## config.mk

```make
export PLATFORM = sky130hd
export DESIGN_NAME = bpf4_ctrl
export DESIGN_NICKNAME = d
export VERILOG_FILES = /design/src/design/bpf4_pkg.sv /design/src/design/bpf4_ctrl.sv
export SDC_FILE = /design/constraint.sdc
export NUM_CORES = 1
export LEC_CHECK = 0
export BUFFER_PORTS_ARGS = -buffer_cell sky130_fd_sc_hd__buf_2
export CAP_MARGIN = 15
export CORE_AREA = 2 2 57 59
export CTS_CLUSTER_DIAMETER = 40
export CTS_CLUSTER_SIZE = 30
export DETAILED_ROUTE_END_ITERATION = 12
export DIE_AREA = 0 0 59 61
export HOLD_SLACK_MARGIN = 0.06
export PLACE_DENSITY = 0.58
export SLEW_MARGIN = 20
export SYNTH_ARGS = -nofsm -noshare
export SYNTH_HDL_FRONTEND = slang
export SYNTH_SLANG_ARGS = --single-unit
```

## constraint.sdc

```tcl
create_clock -name clk -period 2.04 [get_ports clk]
set_input_delay 0.204 -clock clk [delete_from_list [all_inputs] [get_ports clk]]
set_output_delay 0.204 -clock clk [all_outputs]
set_load 0.02 [all_outputs]
```

## src/design/bpf4_pkg.sv

```systemverilog
// Shared types and constants of the fourth-order bandpass cascade.
`timescale 1ns / 1ps
`default_nettype none
package bpf4_pkg;

	// Width of the operand chunk index; it can address up to four chunks.
	localparam int CHUNK_W = 2;
	// Width of the active section count (up to fifteen sections).
	localparam int NSEC_W  = 5;

	typedef enum logic [3:0] {
		ST_IDLE,
		ST_READ,
		ST_LOAD,
		ST_FB,
		ST_FB_DRAIN,
		ST_W0,
		ST_GAIN,
		ST_GAIN_DRAIN,
		ST_Y,
		ST_DONE
	} bpf4_state_t;

	typedef struct packed {
		logic               take_item;
		logic               mem_rd;
		logic               load_row;
		logic               acc_clr;
		logic               mul_en;
		logic               mul_gain;
		logic [1:0]         term;
		logic [CHUNK_W-1:0] chunk;
		logic               w0_en;
		logic               y_en;
		logic               out_wr;
	} bpf4_cmd_t;

	typedef struct packed {
		logic              is_load;
		logic [NSEC_W-1:0] n_sec;
		logic              out_free;
	} bpf4_status_t;

endpackage
`default_nettype wire

```

## src/design/bpf4_ctrl.sv

```systemverilog
// Sequencer that steps the shared multiply-accumulate datapath through each section.
`timescale 1ns / 1ps
`default_nettype none
module bpf4_ctrl import bpf4_pkg::*; #(
	parameter int SEC_W      = 3,
	parameter int NUM_CHUNKS = 2
) (
	input  logic               clk,
	input  logic               arst_n,
	input  logic               req_valid,
	output logic               req_ready,
	input  bpf4_status_t       status,
	output bpf4_cmd_t          cmd,
	output logic [SEC_W-1:0]   sec
);

	localparam logic [CHUNK_W-1:0] LAST_CHUNK = CHUNK_W'(NUM_CHUNKS - 1);

	bpf4_state_t        state_q, state_d;
	logic [SEC_W-1:0]   sec_q, sec_d;
	logic [1:0]         term_q, term_d;
	logic [CHUNK_W-1:0] chunk_q, chunk_d;
	logic               last_sec;

	assign sec      = sec_q;
	assign last_sec = (NSEC_W'(sec_q) + NSEC_W'(1)) == status.n_sec;

	always_ff @(posedge clk or negedge arst_n) begin
		if (!arst_n) begin
			state_q <= ST_IDLE;
			sec_q   <= '0;
			term_q  <= '0;
			chunk_q <= '0;
		end else begin
			state_q <= state_d;
			sec_q   <= sec_d;
			term_q  <= term_d;
			chunk_q <= chunk_d;
		end
	end

	always_comb begin
		state_d   = state_q;
		sec_d     = sec_q;
		term_d    = term_q;
		chunk_d   = chunk_q;
		req_ready = 1'b0;
		cmd       = '0;
		cmd.term  = term_q;
		cmd.chunk = chunk_q;
		case (state_q)
			ST_IDLE: begin
				req_ready = 1'b1;
				if (req_valid) begin
					cmd.take_item = 1'b1;
					sec_d         = '0;
					if (!status.is_load) begin
						state_d = (status.n_sec == '0) ? ST_DONE : ST_READ;
					end
				end
			end
			ST_READ: begin
				cmd.mem_rd = 1'b1;
				state_d    = ST_LOAD;
			end
			ST_LOAD: begin
				cmd.load_row = 1'b1;
				cmd.acc_clr  = 1'b1;
				term_d       = '0;
				chunk_d      = '0;
				state_d      = ST_FB;
			end
			ST_FB: begin
				cmd.mul_en = 1'b1;
				if (chunk_q == LAST_CHUNK) begin
					chunk_d = '0;
					term_d  = term_q + 2'd1;
					if (term_q == 2'd3) begin
						state_d = ST_FB_DRAIN;
					end
				end else begin
					chunk_d = chunk_q + CHUNK_W'(1);
				end
			end
			ST_FB_DRAIN: begin
				state_d = ST_W0;
			end
			ST_W0: begin
				cmd.w0_en   = 1'b1;
				cmd.acc_clr = 1'b1;
				chunk_d     = '0;
				state_d     = ST_GAIN;
			end
			ST_GAIN: begin
				cmd.mul_en   = 1'b1;
				cmd.mul_gain = 1'b1;
				if (chunk_q == LAST_CHUNK) begin
					chunk_d = '0;
					state_d = ST_GAIN_DRAIN;
				end else begin
					chunk_d = chunk_q + CHUNK_W'(1);
				end
			end
			ST_GAIN_DRAIN: begin
				state_d = ST_Y;
			end
			ST_Y: begin
				cmd.y_en = 1'b1;
				if (last_sec) begin
					state_d = ST_DONE;
				end else begin
					sec_d   = sec_q + SEC_W'(1);
					state_d = ST_READ;
				end
			end
			ST_DONE: begin
				if (status.out_free) begin
					cmd.out_wr = 1'b1;
					state_d    = ST_IDLE;
				end
			end
			default: begin
				state_d = ST_IDLE;
			end
		endcase
	end

endmodule
`default_nettype wire

```

==> results of run 1 <==
==> cells in the mapped netlist (2+ instances only) <==
| cell | instances | share of area (%) |
|---|---|---|
| nor2_1 | 8 | 3.5 |
| inv_1 | 4 | 1.7 |
| nand2b_1 | 7 | 5.0 |
| a22oi_1 | 3 | 2.6 |
| o21a_1 | 2 | 1.7 |
| a21oi_1 | 2 | 1.2 |
| o31ai_1 | 3 | 2.6 |
| a32oi_1 | 2 | 2.0 |
| mux2i_1 | 4 | 4.6 |
| clkbuf_1 | 2 | 0.86 |
| o21ai_0 | 4 | 2.3 |
| dfrtp_1 | 11 | 32 |
| o21ai_1 | 5 | 2.9 |
| xor2_1 | 3 | 3.0 |
| ha_1 | 2 | 2.9 |
| nor3_1 | 7 | 4.0 |
| nand2_1 | 10 | 4.3 |
| nor2b_1 | 2 | 1.4 |
| buf_2 | 3 | 1.7 |
==> power groups by stage <==
stage	registers, mW	logic [mW]	clock network [mW]
global route	0.495	1.14	0.176
CTS	0.461	1.03	0.158
global placement	0.457	1.01	0
floorplan	0.458	0.747	0
finish	0.472	1.03	0.156
detailed placement	0.465	1.02	0
==> registers in the layout, indices dropped and copies added, names as in the netlist <==
register,cells
term_q,2
state_q,4
sec,3
chunk_q,2
==> cell type report <==
| class | instances | share of cell area [%] |
|---|---|---|
| Multi-Input combinational cell | 83 | 52.0 |
| Timing Repair Buffer | 29 | 14.4 |
| Clock buffer | 4 | 2.44 |
| Inverter | 5 | 1.74 |
| Tap cell | 33 | 3.83 |
| Sequential cell | 11 | 25.6 |
==> worst max-delay path: stages (launching register included) <==
cell and delay (ns):
dfrtp_1 0.54, or3b_1 0.53, o22ai_1 0.19, buf_2 0.18
==> worst min-delay path by stage <==
stage / from / endpoint / slack [ns]
floorplan: arst_n / chunk_q[0]$_DFFE_PN0P_ / -0.09
global placement: arst_n / chunk_q[1]$_DFFE_PN0P_ / 0.09
detailed placement: arst_n / chunk_q[0]$_DFFE_PN0P_ / 0.1
CTS: status[0] / state_q[3]$_DFFE_PN0P_ / 0.21
global route: status[0] / state_q[3]$_DFFE_PN0P_ / 0.24
finish: status[0] / state_q[3]$_DFFE_PN0P_ / 0.21
==> metal layers <==
metal | global-route usage, % | vias to the layer above | routed length, um | share of wire [%]
li1 | - | 433 | - | -
met1 | 17.3 | 410 | 1040 | 49
met2 | 21.6 | 28 | 1010 | 47
met3 | 2.13 | 0 | 96 | 4.5
met5 | 0 | - | 0 | 0
met4 | 1.95 | 0 | 0 | 0
==> cell families (layout without fill, tap and decap cells) <==
group / count (synthesis) / in the layout / synth area share (%)
simple gates: 44 / 44 / 29.1
mux: 4 / 4 / 4.61
xor+xnor: 4 / 4 / 4.04
compound gates: 29 / 29 / 22.9
buf+inv: 10 / 38 / 4.75
fa+ha+maj: 2 / 2 / 2.88
flops: 11 / 11 / 31.7
==> repair_timing <==
action | in CTS | in global routing
endpoints found under the hold margin | 11 | 0
hold buffers | 1 | 0
resized for setup | 0 | 2
setup endpoints to repair | 0 | 1
==> results.json, run 1 <==
{
  "io_buffers": 26,
  "fin_ws_ns": 0.116,
  "cts_htree_levels": 1,
  "synth.net_count": 116,
  "gp_congestion": 0.866,
  "regArea_um2": 277,
  "syn_area_um2": 868,
  "final-setup-viol-count": 0,
  "multiInputGateArea_um2": 561,
  "crit_type": "reg2out",
  "cts_tree": "built",
  "min_path_type": "in2reg",
  "vias": 871,
  "pwr-share-comb_pct": 62.1,
  "crit_path_start_kind": "register",
  "core_um2": 2950,
  "p_clk_share_pct": 9.4,
  "yosys_most_used_dff": "dfrtp_1",
  "antenna_found_initial": 0,
  "maxCapViolCount": 0,
  "postRouteAntennaNets": 0,
  "endpoint": "cmd[9]",
  "whs_path_depth": 3,
  "dp_cells": 160,
  "synth.avg_cell_area_um2": 8.35,
  "grt_usage_pct": 12.7,
  "seqPwrFrac_pct": 28.5,
  "leakagePower_nw": 0.521,
  "setup_tns_ns": 0,
  "r2r_setup_slack_ns": 0.24,
  "async_reset_ff_share_pct": 100,
  "clock_latency_ns": 0.27,
  "io_pins": 27,
  "cts_buffer_depth": 2,
  "die_area_um2": 3600,
  "drt-vias-per-instance": 5.28,
  "num_rows": 20,
  "synthDistinctLibCells": 39,
  "r2r_start": "sec[0]$_DFFE_PN0P_",
  "layout.cells.non_filler": 165,
  "finalHoldWorstSlack_ns": 0.209,
  "drt-wirelength-per-cell_um": 13.0,
  "final_cell_mix": "buf_2 (26), nand2_1 (10), dfrtp_1 (10), nor2_1 (8)",
  "power_density_nw_per_um2": 1530,
  "nFillCells": 310,
  "peakVddDrop_v": 0.000614,
  "r2r_cells": 5,
  "final_hold_viol_count": 0,
  "drive_gt1_share_pct": 27.3,
  "synth_edf_count": 0,
  "finalClockSkew_ns": 0.00230,
  "routed_wirelength_um": 2150,
  "swShare_pct": 52.6,
  "place_ws_ns": 0.238,
  "p_int_mw": 0.785,
  "areaGrowthSynthToFinish_pct": 24.2,
  "first_pass_iters": 4,
  "nNetsFinal": 145,
  "critPathCaptureType": "primary output",
  "path_max_fanout": 14,
  "cts_sinks": 11,
  "post_cts_buffers": 0,
  "worst_pin_slew_ns": 0.453,
  "fin_crit_sh_pct": 94.3,
  "dieHeight_um": 61,
  "ys_seq_elements": 11,
  "required_ns": 1.84,
  "grt_max_degree": 15,
  "crit_arrival_ns": 1.72,
  "drv_slew": 0,
  "rsz0062_at_grt": "false",
  "antenna_cells": 0,
  "grt-ovfl-total": 0,
  "synthCells": 104,
  "mostFrequentLayoutCell": "buf_2",
  "numCtsBuffers": 3,
  "die_w_um": 59,
  "final_area_um2": 1080,
  "dp_hpwl_um": 1670,
  "status": "complete, no violations",
  "detail_route.iter0.violations": 48,
  "fmax_ghz": 0.520,
  "start_util_pct": 29.4,
  "period_needed_ns": 1.92,
  "ys.warnings.count": 0,
  "crit_start": "state_q[3]$_DFFE_PN0P_",
  "dpl_cell_area_um2": 1030,
  "timing.rr.end": "sec[2]$_DFFE_PN0P_",
  "relSlewSlack_pct": 69.6,
  "grt_pass1_vias": 813,
  "drc": 0,
  "power_mw": 1.65,
  "clockRootBuffer": "clkbuf_4",
  "clkTransAtPathRegs_ns": 0.08,
  "netSwitchingPower_mw": 0.870,
  "synth_seq_area_share_pct": 31.7,
  "final_util_pct": 36.5,
  "grt_pass1_wl_um": 3550
}
Power figures use the tool's default switching activity.
==> inputs of run 2 (changes only) <==
Settings changed: PLACE_DENSITY 0.58 to default.
==> run 2 against run 1 <==
Net effect: clock skew rose by 0.0014 ns; sequential power is 5.5% lower; total power fell by 1.8%; largest power group unchanged; flip-flop and latch count stayed put; clock-buffer cell count is the same; via count is 3.8% lower; critical path type unchanged.
==> results.json, run 2 (synthesis gave the netlist of run 1 again) <==
{
  "status": "complete, no violations",
  "io_pins": 27,
  "rsz0062_at_grt": "false",
  "cts_sinks": 11,
  "cts_buffer_depth": 2,
  "r2r_cells": 5,
  "finalHoldWorstSlack_ns": 0.243,
  "final-setup-viol-count": 0,
  "min-delay-start": "status[0]",
  "whs_path_depth": 3,
  "clock_latency_ns": 0.26,
  "crit_arrival_ns": 1.66,
  "met2_length_um": 917,
  "drc": 0,
  "final_hold_viol_count": 0,
  "routed_wirelength_um": 2020,
  "met3_length_um": 79,
  "power_density_nw_per_um2": 1510,
  "die_area_um2": 3600,
  "io_buffers": 26,
  "wl_met1_um": 1010,
  "cp_slowest_cell": "or3b_1",
  "vias": 838,
  "nNetsFinal": 146,
  "crit_type": "reg2out",
  "detail_route.iter0.violations": 20,
  "dp_cells": 161,
  "fin_crit_sh_pct": 91.3,
  "grt_usage_pct": 12.2,
  "grt-ovfl-total": 0,
  "slowest_delay_ns": 0.52,
  "clkTransAtPathRegs_ns": 0.07,
  "die_w_um": 59,
  "path_max_fanout": 14,
  "leakagePower_nw": 0.526,
  "relSlewSlack_pct": 71.6,
  "cts_htree_levels": 1,
  "timing.rr.end": "sec[1]$_DFFE_PN0P_",
  "crit_path_start_kind": "register",
  "critPathCaptureType": "primary output",
  "gp_congestion": 0.892,
  "regMostFlops": "state_q",
  "hold_path_end": "state_q[3]$_DFFE_PN0P_",
  "numCtsBuffers": 3,
  "min_path_type": "in2reg",
  "crit_chain": "or3b_1 -> o22ai_1 -> buf_2",
  "mostFrequentLayoutCell": "buf_2",
  "clockRootBuffer": "clkbuf_4",
  "final_cell_mix": "buf_2 (26), nand2_1 (10), dfrtp_1 (10), nor2_1 (8)",
  "period_needed_ns": 1.86,
  "nFillCells": 322,
  "grt_max_degree": 15,
  "power_mw": 1.62,
  "layout.cells.non_filler": 166,
  "antenna_found_initial": 0,
  "dieHeight_um": 61,
  "drive_gt1_share_pct": 27.8,
  "core_um2": 2950,
  "finalClockSkew_ns": 0.00367,
  "num_rows": 20,
  "maxCapViolCount": 0,
  "required_ns": 1.84,
  "r2r_start": "sec[0]$_DFFE_PN0P_",
  "setup_tns_ns": 0,
  "start_util_pct": 29.4,
  "dp_hpwl_um": 1630,
  "drv_slew": 0,
  "largest_reg_flops": 4,
  "areaGrowthSynthToFinish_pct": 24.1,
  "cts_tree": "built",
  "r2r_setup_slack_ns": 0.26,
  "fmax_ghz": 0.537,
  "crit_buf_inv": 1,
  "antenna_cells": 0,
  "first_pass_iters": 4,
  "postRouteAntennaNets": 0,
  "grt_pass1_vias": 767,
  "cp_top_family": "simple AND/OR/NAND/NOR gates",
  "peakVddDrop_v": 0.000744,
  "worst_pin_slew_ns": 0.423,
  "maxUsedRoutingLayer": "met4",
  "drt-wirelength-per-cell_um": 12.2,
  "grt_pass1_wl_um": 3440,
  "drt-vias-per-instance": 5.05
}
==> run 2: cell count changes in the layout (fill, tap and decap cells not counted) <==
cell / delta
nor4_4: -1
buf_4: +1
nor4_2: +1
==> run 2: where the power goes <==
part | internal, mW | leakage (nW) | switching (mW)
Sequential | 0.301 | 0.142 | 0.144
Clock | 0.0756 | 0.0150 | 0.0714
Combinational | 0.409 | 0.369 | 0.623
==> run 2: repair_timing <==
action	in CTS	in global routing
buffers inserted	0	0
gates resized for setup	0	1
hold endpoints to repair	11	0
hold buffers	1	0
endpoints found under the setup margin	0	1
==> run 2: tightest hold or removal path, delay by kind of cell <==
kind | cells | cell delay, ns
AO/OA/AOI/OAI | 1 | 0.05
AND/OR/NAND/NOR | 1 | 0.12
buffers and inverters | 1 | 0.10
==> run 2: area by class of cell <==
class / count / area, um2 / area share, %
multi-input combinational: 83 / 552 / 51.2
sequential: 11 / 277 / 25.7
timing repair buffer: 30 / 163 / 15.1
tap: 33 / 41.3 / 3.83
clock buffer: 4 / 26.3 / 2.44
inverter: 5 / 18.8 / 1.74
==> run 2: how the worst max path moves through the flow <==
stage                                     to  slack [ns]                    from  cells after the start
after global routing                  cmd[9]        0.08  state_q[2]$_DFFE_PN0P_                      3
after CTS                             cmd[9]        0.07  state_q[2]$_DFFE_PN0P_                      3
final                                 cmd[9]        0.18  state_q[2]$_DFFE_PN0P_                      3
after detailed placement  sec[2]$_DFFE_PN0P_        0.27      sec[0]$_DFFE_PN0P_                      5
after global placement    sec[2]$_DFFE_PN0P_        0.32      sec[0]$_DFFE_PN0P_                      5
after floorplan           sec[2]$_DFFE_PN0P_        0.28      sec[0]$_DFFE_PN0P_                      5
==> run 2: metal layers <==
metal,vias up,GRT usage [%]
met5,-,0
met4,0,4.87
met3,2,1.71
met2,18,18.7
met1,385,17.4
li1,433,-
==> run 2: stage by stage <==
step	utilization [%]	setup WS [ns]	instance area, um2
final	36.5	0.177	1080
after global routing	36.5	0.0802	1080
after CTS	36.4	0.0715	1080
after detailed placement	35.2	0.266	1040
after global placement	35.2	0.319	1040
after floorplan	-	0.280	868
==> inputs of run 3 (changes only) <==
Clock period 2.04 ns to 1.7 ns, I/O delays scaled along.
==> run 3 against run 2 <==
Net effect: flip-flop and latch count did not move; die area unchanged; clock power grew 18%; design area grew 12%; sequential power up 18%; critical path type is now reg2reg; critical path depth is 2 higher.
==> results.json, run 3 (synthesis gave the netlist of run 1 again) <==
{
  "status": "complete, no violations",
  "drv_slew": 0,
  "gp_congestion": 0.818,
  "cts_htree_levels": 1,
  "setup_tns_ns": 0,
  "dieHeight_um": 61,
  "clockRootBuffer": "clkbuf_4",
  "grt_pass1_vias": 812,
  "cts_buffer_depth": 2,
  "dp_hpwl_um": 1710,
  "path_max_fanout": 5,
  "routed_wirelength_um": 2240,
  "whs_path_depth": 3,
  "drt-vias-per-instance": 5.16,
  "postRouteAntennaNets": 0,
  "grt_max_degree": 13,
  "finalClockSkew_ns": 0.00416,
  "layout.cells.non_filler": 174,
  "dp_cells": 164,
  "leakagePower_nw": 0.567,
  "seqPwrFrac_pct": 23.3,
  "num_rows": 20,
  "rsz0062_at_grt": "true",
  "final_util_pct": 40.7,
  "peakVddDrop_v": 0.000837,
  "p_clk_share_pct": 7.7,
  "hold_path_end": "state_q[3]$_DFFE_PN0P_",
  "largest_reg_flops": 4,
  "r2r_setup_slack_ns": 0.04,
  "nFillCells": 317,
  "antenna_found_initial": 0,
  "drive_gt1_share_pct": 41.1,
  "core_um2": 2950,
  "grt_usage_pct": 12.8,
  "period_needed_ns": 1.66,
  "fin_ws_ns": 0.0419,
  "grt_pass1_wl_um": 3550,
  "drt-wirelength-per-cell_um": 12.8,
  "regMostFlops": "state_q",
  "fin_crit_sh_pct": 97.5,
  "r2r_cells": 5,
  "mostFrequentLayoutCell": "buf_2",
  "final-setup-viol-count": 0,
  "io_pins": 27,
  "antenna_cells": 0,
  "die_area_um2": 3600,
  "numCtsBuffers": 3,
  "crit_arrival_ns": 1.81,
  "relSlewSlack_pct": 73.6,
  "pwr-share-comb_pct": 69.0,
  "clkTransAtPathRegs_ns": 0.07,
  "start_util_pct": 29.4,
  "min_path_type": "in2reg",
  "place_ws_ns": 0.0658,
  "min-delay-start": "status[0]",
  "nNetsFinal": 154,
  "fmax_ghz": 0.603,
  "swShare_pct": 49.4,
  "r2r_start": "state_q[2]$_DFFE_PN0P_",
  "netSwitchingPower_mw": 1.11,
  "detail_route.iter0.violations": 27,
  "power_density_nw_per_um2": 1880,
  "required_ns": 1.85,
  "final_hold_viol_count": 0,
  "crit_type": "reg2reg",
  "maxCapViolCount": 0,
  "crit_path_start_kind": "register",
  "critPathCaptureType": "register",
  "worst_pin_slew_ns": 0.393,
  "p_int_mw": 1.14,
  "vias": 897,
  "timing.rr.end": "sec[2]$_DFFE_PN0P_",
  "grt-ovfl-total": 0,
  "cts_sinks": 11,
  "areaGrowthSynthToFinish_pct": 38.5,
  "cts_tree": "built",
  "final_cell_mix": "buf_2 (25), buf_4 (12), nor2_1 (8), nand2_1 (8), nor3_1 (7)",
  "drc": 0,
  "die_w_um": 59,
  "clock_latency_ns": 0.26,
  "first_pass_iters": 5,
  "io_buffers": 26
}
-- run 3: cell types whose count changed in the layout (fill, tap and decap cells not counted), sizes merged --
| cell | previous run | this run |
|---|---|---|
| buf | 29 | 37 |
-- run 3: per-layer routing --
metal / up-vias / wire length (um) / global-route usage, %
li1: 453 / - / -
met1: 414 / 1060 / 17.1
met2: 28 / 1020 / 21.0
met3: 2 / 145 / 2.56
met4: 0 / 8 / 3.90
met5: - / 0 / 0
-- run 3: timing repair --
| action | 4_1_cts | 5_1_grt |
|---|---|---|
| resized for setup | 6 | 8 |
| endpoints found under the setup margin | 3 | 8 |
| pin swaps | 0 | 1 |
| hold buffers | 1 | 0 |
| endpoints found under the hold margin | 11 | 0 |
| setup buffers | 2 | 3 |
-- run 3: final cells by class --
class / count / area [um2] / share of cell area (%)
Multi-Input combinational cell: 83 / 609 / 50.7
Sequential cell: 11 / 282 / 23.4
Tap cell: 33 / 41.3 / 3.43
Clock buffer: 4 / 26.3 / 2.19
Timing Repair Buffer: 38 / 225 / 18.7
Inverter: 5 / 18.8 / 1.56
-- run 3: critical path: stages, from the launching register on --
cell and delay, ns:
dfrtp_2 0.45, buf_4 0.15, nor4b_4 0.32, o31ai_1 0.13, o21a_1 0.23, a32o_1 0.26
-- run 3: worst max path at each step --
stage	start	endpoint	slack [ns]
after floorplan	state_q[0]$_DFFE_PN0P_	sec[2]$_DFFE_PN0P_	0.02
after CTS	state_q[1]$_DFFE_PN0P_	cmd[9]	0.006
final	state_q[2]$_DFFE_PN0P_	sec[2]$_DFFE_PN0P_	0.04
after detailed placement	sec[1]$_DFFE_PN0P_	sec[2]$_DFFE_PN0P_	0.07
after global routing	sec[1]$_DFFE_PN0P_	sec[1]$_DFFE_PN0P_	-0.04
after global placement	state_q[1]$_DFFE_PN0P_	sec[2]$_DFFE_PN0P_	0.10
-- run 3: power groups by stage --
stage	Combinational (mW)	Sequential (mW)	Clock [mW]
global route	1.72	0.544	0.201
floorplan	0.909	0.562	0
finish	1.56	0.526	0.173
detailed placement	1.36	0.516	0
CTS	1.43	0.525	0.182
global placement	1.33	0.502	0
-- run 3: stage by stage --
stage | hold slack (ns) | total power [mW] | cell area, um2
after detailed placement | 0.0564 | 1.87 | 1080
after global routing | 0.223 | 2.46 | 1200
after global placement | 0.0564 | 1.84 | 1080
after floorplan | -0.126 | 1.47 | 882
after CTS | 0.199 | 2.13 | 1140
final | 0.204 | 2.26 | 1200
